<file path="src/hdl/csvls_pkg.sv">
// Shared types, character constants and the per-byte quote rule for the
// CSV line field splitter. No dependencies.
package csvls_pkg;

  localparam logic [7:0] CH_COMMA = 8'h2C;
  localparam logic [7:0] CH_QUOTE = 8'h22;
  localparam logic [7:0] CH_LF    = 8'h0A;
  localparam logic [7:0] CH_CR    = 8'h0D;

  typedef enum logic [2:0] {
    KIND_DATA         = 3'd0,
    KIND_FIELD_END    = 3'd1,
    KIND_LINE_OK      = 3'd2,
    KIND_OPEN_QUOTE   = 3'd3,
    KIND_EOL_OVERFLOW = 3'd4
  } kind_t;

  typedef enum logic [1:0] {
    BK_IDLE,
    BK_BYTE,
    BK_FIELD_END,
    BK_STATUS
  } back_state_t;

  typedef struct packed {
    logic [7:0] data_byte;
    logic       line_end;
  } in_item_t;

  typedef struct packed {
    kind_t      kind;
    logic [7:0] out_byte;
    logic       last;
  } out_item_t;

  typedef struct packed {
    logic inside_quotes;
    logic quote_seen;
    logic field_empty;
  } quote_state_t;

  localparam quote_state_t QUOTE_STATE_RESET = '{
    inside_quotes: 1'b0, quote_seen: 1'b0, field_empty: 1'b1};

  typedef struct packed {
    logic         emit;
    kind_t        kind;
    logic [7:0]   out_byte;
    quote_state_t state;
  } byte_result_t;

  // One character through the quote rules: at most one result.
  function automatic byte_result_t take_byte(input logic [7:0] c, input quote_state_t s);
    byte_result_t r;
    logic         plain;
    r.emit     = 1'b1;
    r.kind     = KIND_DATA;
    r.out_byte = c;
    r.state    = s;
    plain      = 1'b0;
    if (s.inside_quotes) begin
      if (s.quote_seen) begin
        r.state.quote_seen = 1'b0;
        if (c == CH_QUOTE) begin
          r.state.field_empty = 1'b0;
        end else begin
          // single quote closed the quoted part; byte handled as plain
          r.state.inside_quotes = 1'b0;
          plain = 1'b1;
        end
      end else if (c == CH_QUOTE) begin
        r.state.quote_seen = 1'b1;
        r.emit = 1'b0;
      end else begin
        r.state.field_empty = 1'b0;
      end
    end else begin
      plain = 1'b1;
    end
    if (plain) begin
      if (c == CH_COMMA) begin
        r.kind = KIND_FIELD_END;
        r.out_byte = 8'h00;
        r.state.field_empty = 1'b1;
      end else if (c == CH_QUOTE && s.field_empty) begin
        r.state.inside_quotes = 1'b1;
        r.emit = 1'b0;
      end else begin
        r.state.field_empty = 1'b0;
      end
    end
    return r;
  endfunction

endpackage

</file>
<file path="src/hdl/csv_line_field_splitter.sv">
// Top level of the CSV line field splitter: front, command queue, back.
// Depends on csvls_pkg, csvls_front, csvls_queue and csvls_back.
//
//  channel | direction | payload    | transfer when
//  in      | input     | in_item_t  | in_valid && in_ready
//  out     | output    | out_item_t | out_valid && out_ready
//
// A CR or LF byte is absorbed by the front with no result.
// In the back, a content byte replays its held CR/LF bytes, then runs
// itself; a line end gives a field end, then a status.
// Unless its output stalls, the back runs one byte per cycle through the
// quote rules; a two-entry queue lets the front take bytes while the back
// replays or stalls. Synchronous reset clears the held count, quote state,
// queue and output. in_ready drops only while the queue is full.
module csv_line_field_splitter
  import csvls_pkg::*;
#(
  parameter int HELD_EOL_MAX = 8
) (
  input  logic      clk,
  input  logic      rst,
  input  logic      in_valid,
  output logic      in_ready,
  input  in_item_t  in_item,
  output logic      out_valid,
  input  logic      out_ready,
  output out_item_t out_item
);

  localparam int CNT_W = $clog2(HELD_EOL_MAX + 1);
  localparam int Q_W   = 2 + 8 + CNT_W + HELD_EOL_MAX;

  logic                    f_valid;
  logic                    f_ready;
  logic                    f_end;
  logic                    f_ovf;
  logic [7:0]              f_byte;
  logic [CNT_W-1:0]        f_cnt;
  logic [HELD_EOL_MAX-1:0] f_kinds;
  logic [Q_W-1:0]          q_in;
  logic [Q_W-1:0]          q_out;
  logic                    b_valid;
  logic                    b_ready;

  csvls_front #(.HELD_EOL_MAX(HELD_EOL_MAX)) u_front (
    .clk       (clk),
    .rst       (rst),
    .in_valid  (in_valid),
    .in_ready  (in_ready),
    .in_item   (in_item),
    .cmd_valid (f_valid),
    .cmd_ready (f_ready),
    .cmd_end   (f_end),
    .cmd_ovf   (f_ovf),
    .cmd_byte  (f_byte),
    .cmd_cnt   (f_cnt),
    .cmd_kinds (f_kinds)
  );

  assign q_in = {f_end, f_ovf, f_byte, f_cnt, f_kinds};

  csvls_queue #(.WIDTH(Q_W)) u_queue (
    .clk        (clk),
    .rst        (rst),
    .push_valid (f_valid),
    .push_ready (f_ready),
    .push_data  (q_in),
    .pop_valid  (b_valid),
    .pop_ready  (b_ready),
    .pop_data   (q_out)
  );

  csvls_back #(.HELD_EOL_MAX(HELD_EOL_MAX)) u_back (
    .clk       (clk),
    .rst       (rst),
    .cmd_valid (b_valid),
    .cmd_ready (b_ready),
    .cmd_end   (q_out[Q_W-1]),
    .cmd_ovf   (q_out[Q_W-2]),
    .cmd_byte  (q_out[Q_W-3 -: 8]),
    .cmd_cnt   (q_out[HELD_EOL_MAX +: CNT_W]),
    .cmd_kinds (q_out[HELD_EOL_MAX-1:0]),
    .out_valid (out_valid),
    .out_ready (out_ready),
    .out_item  (out_item)
  );

`ifndef SYNTHESIS
  a_status_is_last: assert property (@(posedge clk) disable iff (rst)
    out_valid && (out_item.kind == KIND_LINE_OK || out_item.kind == KIND_OPEN_QUOTE ||
                  out_item.kind == KIND_EOL_OVERFLOW) |-> out_item.last)
    else $error("line status result without last");

  a_mark_byte_zero: assert property (@(posedge clk) disable iff (rst)
    out_valid && out_item.kind != KIND_DATA |-> out_item.out_byte == 8'h00)
    else $error("non-data result carries a byte");

  a_out_held_while_stalled: assert property (@(posedge clk) disable iff (rst)
    out_valid && !out_ready |=> out_valid && $stable(out_item))
    else $error("result changed while waiting for transfer");

  a_cmd_push_in_order: assert property (@(posedge clk) disable iff (rst)
    f_valid |-> in_valid && in_ready)
    else $error("command issued without an input transfer");
`endif

endmodule

</file>
<file path="src/hdl/csvls_front.sv">
// Front part: accepts input items, holds trailing CR/LF bytes and issues
// one command per content byte or line end. Depends on csvls_pkg.
module csvls_front
  import csvls_pkg::*;
#(
  parameter int HELD_EOL_MAX = 8,
  localparam int CNT_W = $clog2(HELD_EOL_MAX + 1),
  localparam int IDX_W = (HELD_EOL_MAX > 1) ? $clog2(HELD_EOL_MAX) : 1
) (
  input  logic                    clk,
  input  logic                    rst,
  input  logic                    in_valid,
  output logic                    in_ready,
  input  in_item_t                in_item,
  output logic                    cmd_valid,
  input  logic                    cmd_ready,
  output logic                    cmd_end,
  output logic                    cmd_ovf,
  output logic [7:0]              cmd_byte,
  output logic [CNT_W-1:0]        cmd_cnt,
  output logic [HELD_EOL_MAX-1:0] cmd_kinds
);

  logic [HELD_EOL_MAX-1:0] held_kinds;
  logic [CNT_W-1:0]        held_cnt;
  logic                    overflowed;
  logic                    is_eol;
  logic                    take;

  assign is_eol   = !in_item.line_end &&
                    (in_item.data_byte == CH_CR || in_item.data_byte == CH_LF);
  assign in_ready = cmd_ready;
  assign take     = in_valid && in_ready;

  assign cmd_valid = take && !is_eol;
  assign cmd_end   = in_item.line_end;
  assign cmd_ovf   = overflowed;
  assign cmd_byte  = in_item.data_byte;
  assign cmd_cnt   = held_cnt;
  assign cmd_kinds = held_kinds;

  always_ff @(posedge clk) begin
    if (rst) begin
      held_cnt   <= '0;
      overflowed <= 1'b0;
    end else if (take) begin
      if (in_item.line_end) begin
        held_cnt   <= '0;
        overflowed <= 1'b0;
      end else if (is_eol) begin
        if (held_cnt < CNT_W'(HELD_EOL_MAX)) begin
          held_cnt <= held_cnt + CNT_W'(1);
        end else begin
          overflowed <= 1'b1;
        end
      end else begin
        held_cnt <= '0;
      end
    end
  end

  // held kinds: 1 for CR, 0 for LF; only entries below the count are used
  always_ff @(posedge clk) begin
    if (take && is_eol && held_cnt < CNT_W'(HELD_EOL_MAX)) begin
      held_kinds[held_cnt[IDX_W-1:0]] <= (in_item.data_byte == CH_CR);
    end
  end

endmodule

</file>
<file path="src/hdl/csvls_queue.sv">
// Two-entry command queue between front and back parts.
// Depends on nothing but its WIDTH parameter.
module csvls_queue #(
  parameter int WIDTH = 8
) (
  input  logic             clk,
  input  logic             rst,
  input  logic             push_valid,
  output logic             push_ready,
  input  logic [WIDTH-1:0] push_data,
  output logic             pop_valid,
  input  logic             pop_ready,
  output logic [WIDTH-1:0] pop_data
);

  localparam int DEPTH = 2;

  logic [WIDTH-1:0] mem [DEPTH];
  logic             wr_ptr;
  logic             rd_ptr;
  logic [1:0]       fill;
  logic             do_push;
  logic             do_pop;

  assign push_ready = (fill != 2'(DEPTH));
  assign pop_valid  = (fill != 2'd0);
  assign pop_data   = mem[rd_ptr];
  assign do_push    = push_valid && push_ready;
  assign do_pop     = pop_valid && pop_ready;

  always_ff @(posedge clk) begin
    if (rst) begin
      wr_ptr <= 1'b0;
      rd_ptr <= 1'b0;
      fill   <= 2'd0;
    end else begin
      if (do_push) wr_ptr <= !wr_ptr;
      if (do_pop) rd_ptr <= !rd_ptr;
      if (do_push && !do_pop) begin
        fill <= fill + 2'd1;
      end else if (do_pop && !do_push) begin
        fill <= fill - 2'd1;
      end
    end
  end

  always_ff @(posedge clk) begin
    if (do_push) mem[wr_ptr] <= push_data;
  end

endmodule

</file>
<file path="src/hdl/csvls_back.sv">
// Back part: replays held CR/LF bytes, runs the quote rules one byte per cycle
// unless the output stalls, drives the result register. Depends on csvls_pkg.
module csvls_back
  import csvls_pkg::*;
#(
  parameter int HELD_EOL_MAX = 8,
  localparam int CNT_W = $clog2(HELD_EOL_MAX + 1)
) (
  input  logic                    clk,
  input  logic                    rst,
  input  logic                    cmd_valid,
  output logic                    cmd_ready,
  input  logic                    cmd_end,
  input  logic                    cmd_ovf,
  input  logic [7:0]              cmd_byte,
  input  logic [CNT_W-1:0]        cmd_cnt,
  input  logic [HELD_EOL_MAX-1:0] cmd_kinds,
  output logic                    out_valid,
  input  logic                    out_ready,
  output out_item_t               out_item
);

  back_state_t             state;
  back_state_t             state_next;
  quote_state_t            qstate;
  quote_state_t            qstate_next;
  logic                    cur_ovf;
  logic [7:0]              cur_byte;
  logic [CNT_W-1:0]        cur_cnt;
  logic [HELD_EOL_MAX-1:0] cur_kinds;

  byte_result_t            step_res;
  byte_result_t            final_res;
  logic [7:0]              step_char;
  out_item_t               res;
  logic                    step_emit;
  logic                    last_step;
  logic                    step_go;
  logic                    done;
  logic                    load;

  // result of the current step
  always_comb begin
    step_char   = (cur_cnt != '0) ? (cur_kinds[0] ? CH_CR : CH_LF) : cur_byte;
    step_res    = take_byte(step_char, qstate);
    final_res   = take_byte(cur_byte, step_res.state);
    res.kind    = KIND_DATA;
    res.out_byte = 8'h00;
    res.last    = 1'b0;
    step_emit   = 1'b0;
    last_step   = 1'b0;
    qstate_next = qstate;
    case (state)
      BK_BYTE: begin
        step_emit    = step_res.emit;
        res.kind     = step_res.kind;
        res.out_byte = step_res.out_byte;
        // last replay is the last result when the closing byte stays silent
        res.last     = (cur_cnt == '0) ||
                       (cur_cnt == CNT_W'(1) && !final_res.emit);
        qstate_next  = step_res.state;
        last_step    = (cur_cnt == '0);
      end
      BK_FIELD_END: begin
        step_emit = 1'b1;
        res.kind  = KIND_FIELD_END;
        if (qstate.quote_seen) begin
          qstate_next.quote_seen    = 1'b0;
          qstate_next.inside_quotes = 1'b0;
        end
      end
      BK_STATUS: begin
        step_emit   = 1'b1;
        res.last    = 1'b1;
        res.kind    = cur_ovf ? KIND_EOL_OVERFLOW :
                      (qstate.inside_quotes ? KIND_OPEN_QUOTE : KIND_LINE_OK);
        qstate_next = QUOTE_STATE_RESET;
        last_step   = 1'b1;
      end
      default: begin
        step_emit = 1'b0;
      end
    endcase
  end

  assign step_go   = (state != BK_IDLE) && (!step_emit || !out_valid || out_ready);
  assign done      = step_go && last_step;
  assign cmd_ready = (state == BK_IDLE) || done;
  assign load      = cmd_valid && cmd_ready;

  always_comb begin
    state_next = state;
    case (state)
      BK_IDLE: begin
        if (cmd_valid) state_next = cmd_end ? BK_FIELD_END : BK_BYTE;
      end
      BK_FIELD_END: begin
        if (step_go) state_next = BK_STATUS;
      end
      BK_BYTE, BK_STATUS: begin
        if (done) begin
          if (cmd_valid) begin
            state_next = cmd_end ? BK_FIELD_END : BK_BYTE;
          end else begin
            state_next = BK_IDLE;
          end
        end
      end
      default: state_next = BK_IDLE;
    endcase
  end

  always_ff @(posedge clk) begin
    if (rst) begin
      state     <= BK_IDLE;
      qstate    <= QUOTE_STATE_RESET;
      out_valid <= 1'b0;
    end else begin
      state <= state_next;
      if (step_go) qstate <= qstate_next;
      if (step_go && step_emit) begin
        out_valid <= 1'b1;
      end else if (out_ready) begin
        out_valid <= 1'b0;
      end
    end
  end

  always_ff @(posedge clk) begin
    if (step_go && step_emit) out_item <= res;
    if (load) begin
      cur_ovf   <= cmd_ovf;
      cur_byte  <= cmd_byte;
      cur_cnt   <= cmd_cnt;
      cur_kinds <= cmd_kinds;
    end else if (step_go && state == BK_BYTE && cur_cnt != '0) begin
      // advance to the next held byte
      cur_cnt   <= cur_cnt - CNT_W'(1);
      cur_kinds <= cur_kinds >> 1;
    end
  end

endmodule
</file>
<file path="config.mk">
export PLATFORM = sky130hd
export DESIGN_NAME = csv_line_field_splitter
export DESIGN_NICKNAME = d
export VERILOG_FILES = /design/src/hdl/csvls_pkg.sv /design/src/hdl/csv_line_field_splitter.sv /design/src/hdl/csvls_front.sv /design/src/hdl/csvls_queue.sv /design/src/hdl/csvls_back.sv
export SDC_FILE = /design/constraint.sdc
export NUM_CORES = 1
export LEC_CHECK = 0
export BUFFER_PORTS_ARGS = -buffer_cell sky130_fd_sc_hd__buf_2
export CORE_MARGIN = 2
export CORE_UTILIZATION = 54
export DETAILED_ROUTE_END_ITERATION = 12
export PLACE_DENSITY = 0.77
export REMOVE_ABC_BUFFERS = 1
export SYNTH_ARGS = -nofsm -noshare
export SYNTH_HDL_FRONTEND = slang
export SYNTH_HIERARCHICAL = 1
export SYNTH_SLANG_ARGS = --single-unit
</file>
<file path="constraint.sdc">
create_clock -name clk -period 2.5 [get_ports clk]
set_clock_uncertainty 0.2 [all_clocks]
set_input_delay 0.5 -clock clk [delete_from_list [all_inputs] [get_ports clk]]
set_output_delay 0.5 -clock clk [all_outputs]
set_load 0.01 [all_outputs]
</file>
Word level (Yosys, flattened, before mapping)

Memory sizes are Yosys's and may differ from the RTL's. A register that Yosys moved wholly into a read port is not among the register bits.
Index checks and enable logic that the tools add are counted.

Bits in registers: 56
RAM bits: 44
Memories: 1
Output and inout port bits: 14
Logic and storage cells: 169

Memory list:

| name        | words | width | read ports | clocked after Yosys merged registers in | write ports | line              | text |
|---|---|---|---|---|---|---|---|
| u_queue.mem | 2     | 22    | 1          | 1                                       | 1           | csvls_queue.sv:18 | `logic [WIDTH-1:0] mem [DEPTH];` |

Magnitude comparators: 3
Add/subtract/negate cells: 4
Mux-type cells: 75
Reductions and logical operators: 51
Eq/ne operators: 17

Operators with widths:

| operator            | count |
|---|---|
| $mux 1              | 40 |
| $eq 8x6->1 const B  | 4 |
| $mux 13             | 2 |
| $mux 8              | 3 |
| $mux 2              | 10 |
| $mux 4              | 5 |
| $logic_and 1x1->1   | 18 |
| $mux 9              | 2 |
| $eq 8x4->1 const B  | 2 |
| $reduce_bool 2->1   | 7 |
| $mux 3              | 4 |
| $pmux 2 s3          | 2 |
| $logic_not 1->1     | 9 |
| $pmux 3 s3          | 1 |
| $reduce_and 3->1    | 3 |
| $bwmux 8            | 1 |
| $ne 2x1->1 const B  | 4 |
| $pmux 1 s2          | 4 |
| $reduce_and 2->1    | 3 |
| $logic_or 1x1->1    | 5 |
| $add 4x1->4 const B | 1 |
| $eq 2x2->1 const B  | 2 |
| $eq 4x1->1 const B  | 1 |
| $logic_not 4->1     | 1 |
| 14 further kinds    | 16 |

Logic depth before layout (Yosys ltp)

Depth in word-level cells: 20
Depth in mapped cells: 12
Gate-level depth less buffers: 11

Cells and area by module

Netlist, hierarchy kept.

Modules (own cells, without submodules):

| module      | instances | area an instance (sq um) | cells an instance | sequential area each (sq um) |
|---|---|---|---|---|
| csvls_back  | 1         | 1879.3                   | 151               | 1111.1 |
| csvls_queue | 1         | 1801.7                   | 92                | 1421.4 |
| csvls_front | 1         | 711.9                    | 70                | 340.3 |

Worst setup path after synthesis

Ideal clock, no wire load.

Kind: input to register
Start point: input in_item[1] (netlist bit)
End point: register u_queue.fill[1]
Buffers on the path: 0
Arrival: 2.337 ns
Stages on the path: 7
Setup slack: -0.106 ns
Data required time: 2.230 ns
Cell sequence: or3b_4 -> a211oi_4 -> nor2_1 -> and2_1 -> ha_1 -> or3_1 -> a21oi_1

Longest elaborated chain between the ends: 9
Elaborated cells on any way between the ends: 12
Those cells by class: 2 x eq/ne; 1 x mux; 9 x reduce/logical

Ends and longest elaborated chain:

| what                               | line                          | text |
|---|---|---|
| start: declaration                 | csv_line_field_splitter.sv:24 | `input in_item_t in_item,` |
| $eq 8x4->1                         | csvls_front.sv:31             | `(in_item.data_byte == CH_CR \|\| in_item.data_byte == CH_LF);` |
| $logic_or 1x1->1 *                 | csvls_front.sv:31             |  |
| $logic_and 1x1->1 *                | csvls_front.sv:30             | `assign is_eol = !in_item.line_end &&` |
| $logic_not 1->1 *                  | csvls_front.sv:35             | `assign cmd_valid = take && !is_eol;` |
| $logic_and 1x1->1 *                | csvls_front.sv:35             |  |
| named net f_valid                  | csv_line_field_splitter.sv:33 | `logic f_valid;` |
| $logic_and 1x1->1 *                | csvls_queue.sv:28             | `assign do_push = push_valid && push_ready;` |
| named net u_queue.do_push          | csvls_queue.sv:22             | `logic do_push;` |
| $logic_not 1->1                    | csvls_queue.sv:41             | `end else if (do_pop && !do_push) begin` |
| $logic_and 1x1->1                  | csvls_queue.sv:41             |  |
| $reduce_bool 2->1 (no source line) | n/a                           |  |
| end signal: assignment             | csvls_queue.sv:40             | `fill <= fill + 2'd1;` |
| end signal: assignment             | csvls_queue.sv:42             | `fill <= fill - 2'd1;` |
| end: declaration                   | csvls_queue.sv:21             | `logic [1:0] fill;` |

The timed path passes the listed nets; every way through them passes the cells marked *.
A chain may end at the register's enable or synchronous reset.

Worst setup path after layout

Start point: register u_back.cur_byte[3]
End point: register u_back.cur_cnt[0] (data pin)

Longest elaborated chain between the ends: 17
Elaborated cells on any way between the ends: 21
Those cells by class: 2 x eq/ne; 11 x mux; 8 x reduce/logical

Ends and longest elaborated chain:

| what                            | line                                              | text |
|---|---|---|
| start: declaration              | csvls_back.sv:28                                  | `logic [7:0] cur_byte;` |
| start signal: assignment        | csvls_back.sv:133                                 | `cur_byte <= cmd_byte;` |
| $mux 8 *                        | csvls_back.sv:44                                  | `step_char = (cur_cnt != '0) ? (cur_kinds[0] ? CH_CR : CH_LF) : cur_byte;` |
| $eq 8x6->1                      | csvls_pkg.sv:64, csvls_pkg.sv:71, csvls_pkg.sv:85 |  |
| $mux 1                          | csvls_pkg.sv:64, csvls_pkg.sv:71                  |  |
| $mux 1                          | csvls_pkg.sv:62                                   | `if (s.quote_seen) begin` |
| $mux 1                          | csvls_pkg.sv:61                                   | `if (s.inside_quotes) begin` |
| $mux 1                          | csvls_pkg.sv:85                                   | `end else if (c == CH_QUOTE && s.field_empty) begin` |
| $mux 1                          | csvls_pkg.sv:81                                   | `if (c == CH_COMMA) begin` |
| $mux 13 *                       | csvls_pkg.sv:80                                   | `if (plain) begin` |
| $pmux 1 s2 *                    | csvls_back.sv:53                                  | `case (state)` |
| $logic_not 1->1 *               | csvls_back.sv:86                                  | `assign step_go = (state != BK_IDLE) && (!step_emit \|\| !out_valid \|\| out_ready);` |
| $logic_or 1x1->1 * (2 in a row) | csvls_back.sv:86                                  |  |
| $logic_and 1x1->1 *             | csvls_back.sv:86                                  |  |
| $logic_and 1x1->1 *             | csvls_back.sv:87                                  | `assign done = step_go && last_step;` |
| $logic_or 1x1->1 *              | csvls_back.sv:88                                  | `assign cmd_ready = (state == BK_IDLE) \|\| done;` |
| $logic_and 1x1->1 *             | csvls_back.sv:89                                  | `assign load = cmd_valid && cmd_ready;` |
| $mux 4 *                        | csvls_back.sv:131                                 | `if (load) begin` |
| end signal: assignment          | csvls_back.sv:134                                 | `cur_cnt <= cmd_cnt;` |
| end signal: assignment          | csvls_back.sv:138                                 | `cur_cnt <= cur_cnt - CNT_W'(1);` |
| end: declaration                | csvls_back.sv:29                                  | `logic [CNT_W-1:0] cur_cnt;` |

Mark *: on every way between the ends. The rest lies on a longest branch, timed or not.

==> flow_summary.yaml <==
layout:
  antennaDiodeCount: 0
  final-instance-count-excl-fill: 482
  drive_above_1_share_pct: 35.5
  fillerInstances: 539
  num-nets-final: 392
  area_growth_syn_to_layout_pct: 18.1
timing:
  final.hold.worst_slack_ns: 0.161
  setup_repair_after_global_routing_missed_its_margin: "true"
  layout_min_cycle_time_ns: 2.58
  final_min_period_over_clock_period_pct: 103
  final.setup.worst_slack_ns: -0.0768
  timing_worst_slew_pin_value_ns: 0.666
  final-setup-viol-count: 11
  fmaxAchievable_mhz: 388
  hold_viol_final: 0
  max-slew-margin-rel_pct: 55.1
  final-max-slew-violation-count: 0
run_status:
  outcome: "finished with violations"
  violations: "negative setup slack"
critical_path:
  critical_path_arrival_ns: 2.47
  sequence_of_cells_on_the_critical_path: "nor4_2 -> nand4b_2 -> o31a_1 -> buf_6 -> nor3b_4 -> buf_6 -> mux2_4"
  critPathSlowestCell: "edfxtp_1"
  timing.critical_path.buf_inv: 2
  worstSetupStartpointType: "register"
  slowest_delay_ns: 0.44
  end_kind: "register"
  critPathMostFrequentCell: "buf_6"
  worst_ep_required_time_ns: 2.39
  timing_worst_setup_path_type: "register to register"
  timing.critical_path.max_delay_family: "simple AND/OR/NAND/NOR gates"
  timing.critical_path.fanout_max: 7
yosys:
  synth-seq-cells: 101
  synth_largest_type_area_fraction_pct: 58.1
  async_reset_ff_share_pct: 0
  synth_area_leaders: "edfxtp_1 58%, dfxtp_1 7.3%, mux2_2 6.7%"
  synth-edff-count: 85
  synthDominantAreaCellType: "edfxtp_1"
  dominant_combinational_cell_family_by_area_after_synthesis: "simple AND/OR/NAND/NOR gates"
  syn_inst: 313
  synth_fa_ha_area_share_pct: 1.14
  fraction_of_synthesized_cell_area_in_xor_and_xnor_cells_pct: 0.997
  synthFlopType: "edfxtp_1"
  syn_avg_cell_area_sq_um: 14.0
  synth_simple_gate_area_share_pct: 13.4
  synth_compound_gate_area_share_pct: 6.84
  synth-warning-count: 6
  synthesis.area_sq_um: 4390
  synth_seq_area_share_pct: 65.4
  yosys.cell_types.count: 50
  post_synth_mux_area_share_pct: 8.94
power:
  power.total_mw: 5.77
  worst_ir_drop_vdd_mv: 0.720
  static_leak_nw: 1.86
  p_per_area_nw_per_um2: 1110
flow_run:
  number_of_max_capacitance_violations_reported: 0
routing:
  route.detailed.wl_per_inst_um: 16.3
  pre_repair_dr_iteration_count: 4
  routed_wirelength_um: 7850
  drcViolationCount: 0
  routed_via_density: 5.55
  detail_route.iter0.violations: 176
  vias: 2674
  antenna_left: 0
clock_network:
  clk_transition_reported_paths_ns: 0.10
  cts_buffers: 9
  tritoncts_num_sinks: 101
  cts-root-buf: "clkbuf_8"
  cts_hold_buf: 0
  tritoncts: "built"
  number_of_h_tree_levels: 3
  cts-root-to-sink-buffers: 2
  clkLatencyLatePin_ns: 0.35
die:
  die_extent_in_y_um: 94.2
  fp-row-count: 32
  floorplan.core_area_sq_um: 7810
  dieWidth_um: 94.2
  design.die.area_sq_um: 8870
  num_io_pins: 27
  floorplan.initialDensity_pct: 56.3
grt:
  grt_pass1_wl_um: 12700
  total_congestion_overflow: 0
  groute.usage.overall_pct: 19.2
  grt_pass1_vias: 2638
  grt_antenna_before_repair: 0
  grt_start_max_net_pins: 23
placed_design:
  place_ws_ns: -0.0793
  numPlacedInstances: 461
  hpwl_um: 5190
  gp_routability_congestion: 0.849
  io_buffers: 26
worst_hold_path:
  holdCritPathClass: "primary input to register"
## Yosys cell counts, drive strengths merged, types with 3 or more instances
master	number
edfxtp	85
o31a	3
nand2b	7
buf	15
mux2	32
nor3	4
or3b	3
inv	6
nor4	4
clkbuf	3
xor2	5
a31oi	3
ha	4
and2	8
nand4	3
o21ai	12
nand3	6
dfxtp	16
and3	5
nor2	22
nor3b	6
a21oi	13
nor2b	8
nand2	17
## sequential cells by signal, indices dropped and copies added (netlist names), 2 cells and up, named ones only
name	cells
u_back/cur_cnt	4
u_back/out_item	12
u_queue/fill	2
u_front/cmd_kinds	8
u_back/cur_kinds	8
u_back/qstate	3
u_queue/mem	44
u_front/cmd_cnt	4
u_back/cur_byte	8
## where the power goes
part           internal [mW]  switching (mW)  total, mW
Sequential              2.42           0.205       2.63
Clock                  0.470           0.534       1.00
Combinational           1.11            1.03       2.14
Total                   4.01            1.77       5.77
## per-stage QoR
stage | util (%) | TNS [ns] | cell area, sq um
global route | 66.4 | -1.65 | 5190
global placement | 62.3 | -0.0181 | 4870
detailed placement | 62.3 | -0.226 | 4870
finish | 66.4 | -0.738 | 5190
CTS | 66.0 | -0.297 | 5150
floorplan | - | -7.31 | 4270
## cells in the final DEF (no fill, tap or decap), types with 4 or more instances in the layout
| master | n |
|---|---|
| a21oi_1 | 13 |
| and2_1 | 7 |
| and3_1 | 5 |
| buf_12 | 4 |
| buf_2 | 26 |
| buf_4 | 35 |
| clkbuf_8 | 9 |
| dfxtp_1 | 16 |
| edfxtp_1 | 85 |
| inv_1 | 4 |
| mux2_2 | 22 |
| mux2_4 | 10 |
| nand2_1 | 17 |
| nand2b_1 | 7 |
| nand3_1 | 6 |
| nor2_1 | 20 |
| nor2b_1 | 8 |
| nor3_1 | 4 |
| nor3b_1 | 4 |
| o21ai_0 | 9 |
| xor2_1 | 5 |
## cell type report
cell class / instances / area (sq um) / area share [%]
multi-input combinational: 188 / 1440 / 27.7
sequential: 101 / 2870 / 55.4
inverter: 6 / 22.5 / 0.434
clock buffer: 10 / 128 / 2.46
tap: 102 / 128 / 2.46
timing repair buffer: 69 / 532 / 10.3
clock inverter: 6 / 70.1 / 1.35
## timing repair
| action | 4_1_cts | 5_1_grt |
|---|---|---|
| pin swaps | 4 | 2 |
| resized for setup | 12 | 14 |
| buffers inserted | 4 | 1 |
| setup endpoints to repair | 30 | 46 |
| cloned | 1 | 1 |
| hold endpoints to repair | 0 | 0 |
## logic make-up after synthesis
logic type / after synthesis
buffers and inverters: 24
multiplexers: 33
AO/OA/AOI/OAI: 45
AND/OR/NAND/NOR: 101
adder cells (fa/ha/maj): 4
flip-flops: 101
XOR/XNOR: 5
## routing by layer
| metal | vias up | wire [um] | GRT usage, % | share of wire, % |
|---|---|---|---|---|
| met5 | - | 0 | 0 | 0 |
| met4 | 0 | 72 | 7.85 | 0.92 |
| met3 | 4 | 224 | 2.41 | 2.9 |
| met2 | 58 | 4070 | 32.8 | 52 |
| met1 | 1321 | 3480 | 24.8 | 44 |
| li1 | 1291 | - | - | - |
## final timing paths
path | startpoint | end | slack, ns | depth (start not counted)
min | in_item[6] | u_queue/mem[1][17] | 0.16 | 1
max | u_back/cur_byte[3] | u_back/cur_cnt[0] | -0.08 | 7
min reg2reg | u_front/cmd_kinds[7] | u_queue/mem[0][7] | 0.26 | 0
max reg2reg | u_back/cur_byte[3] | u_back/cur_cnt[0] | -0.08 | 7
Power figures use the tool's default switching activity.
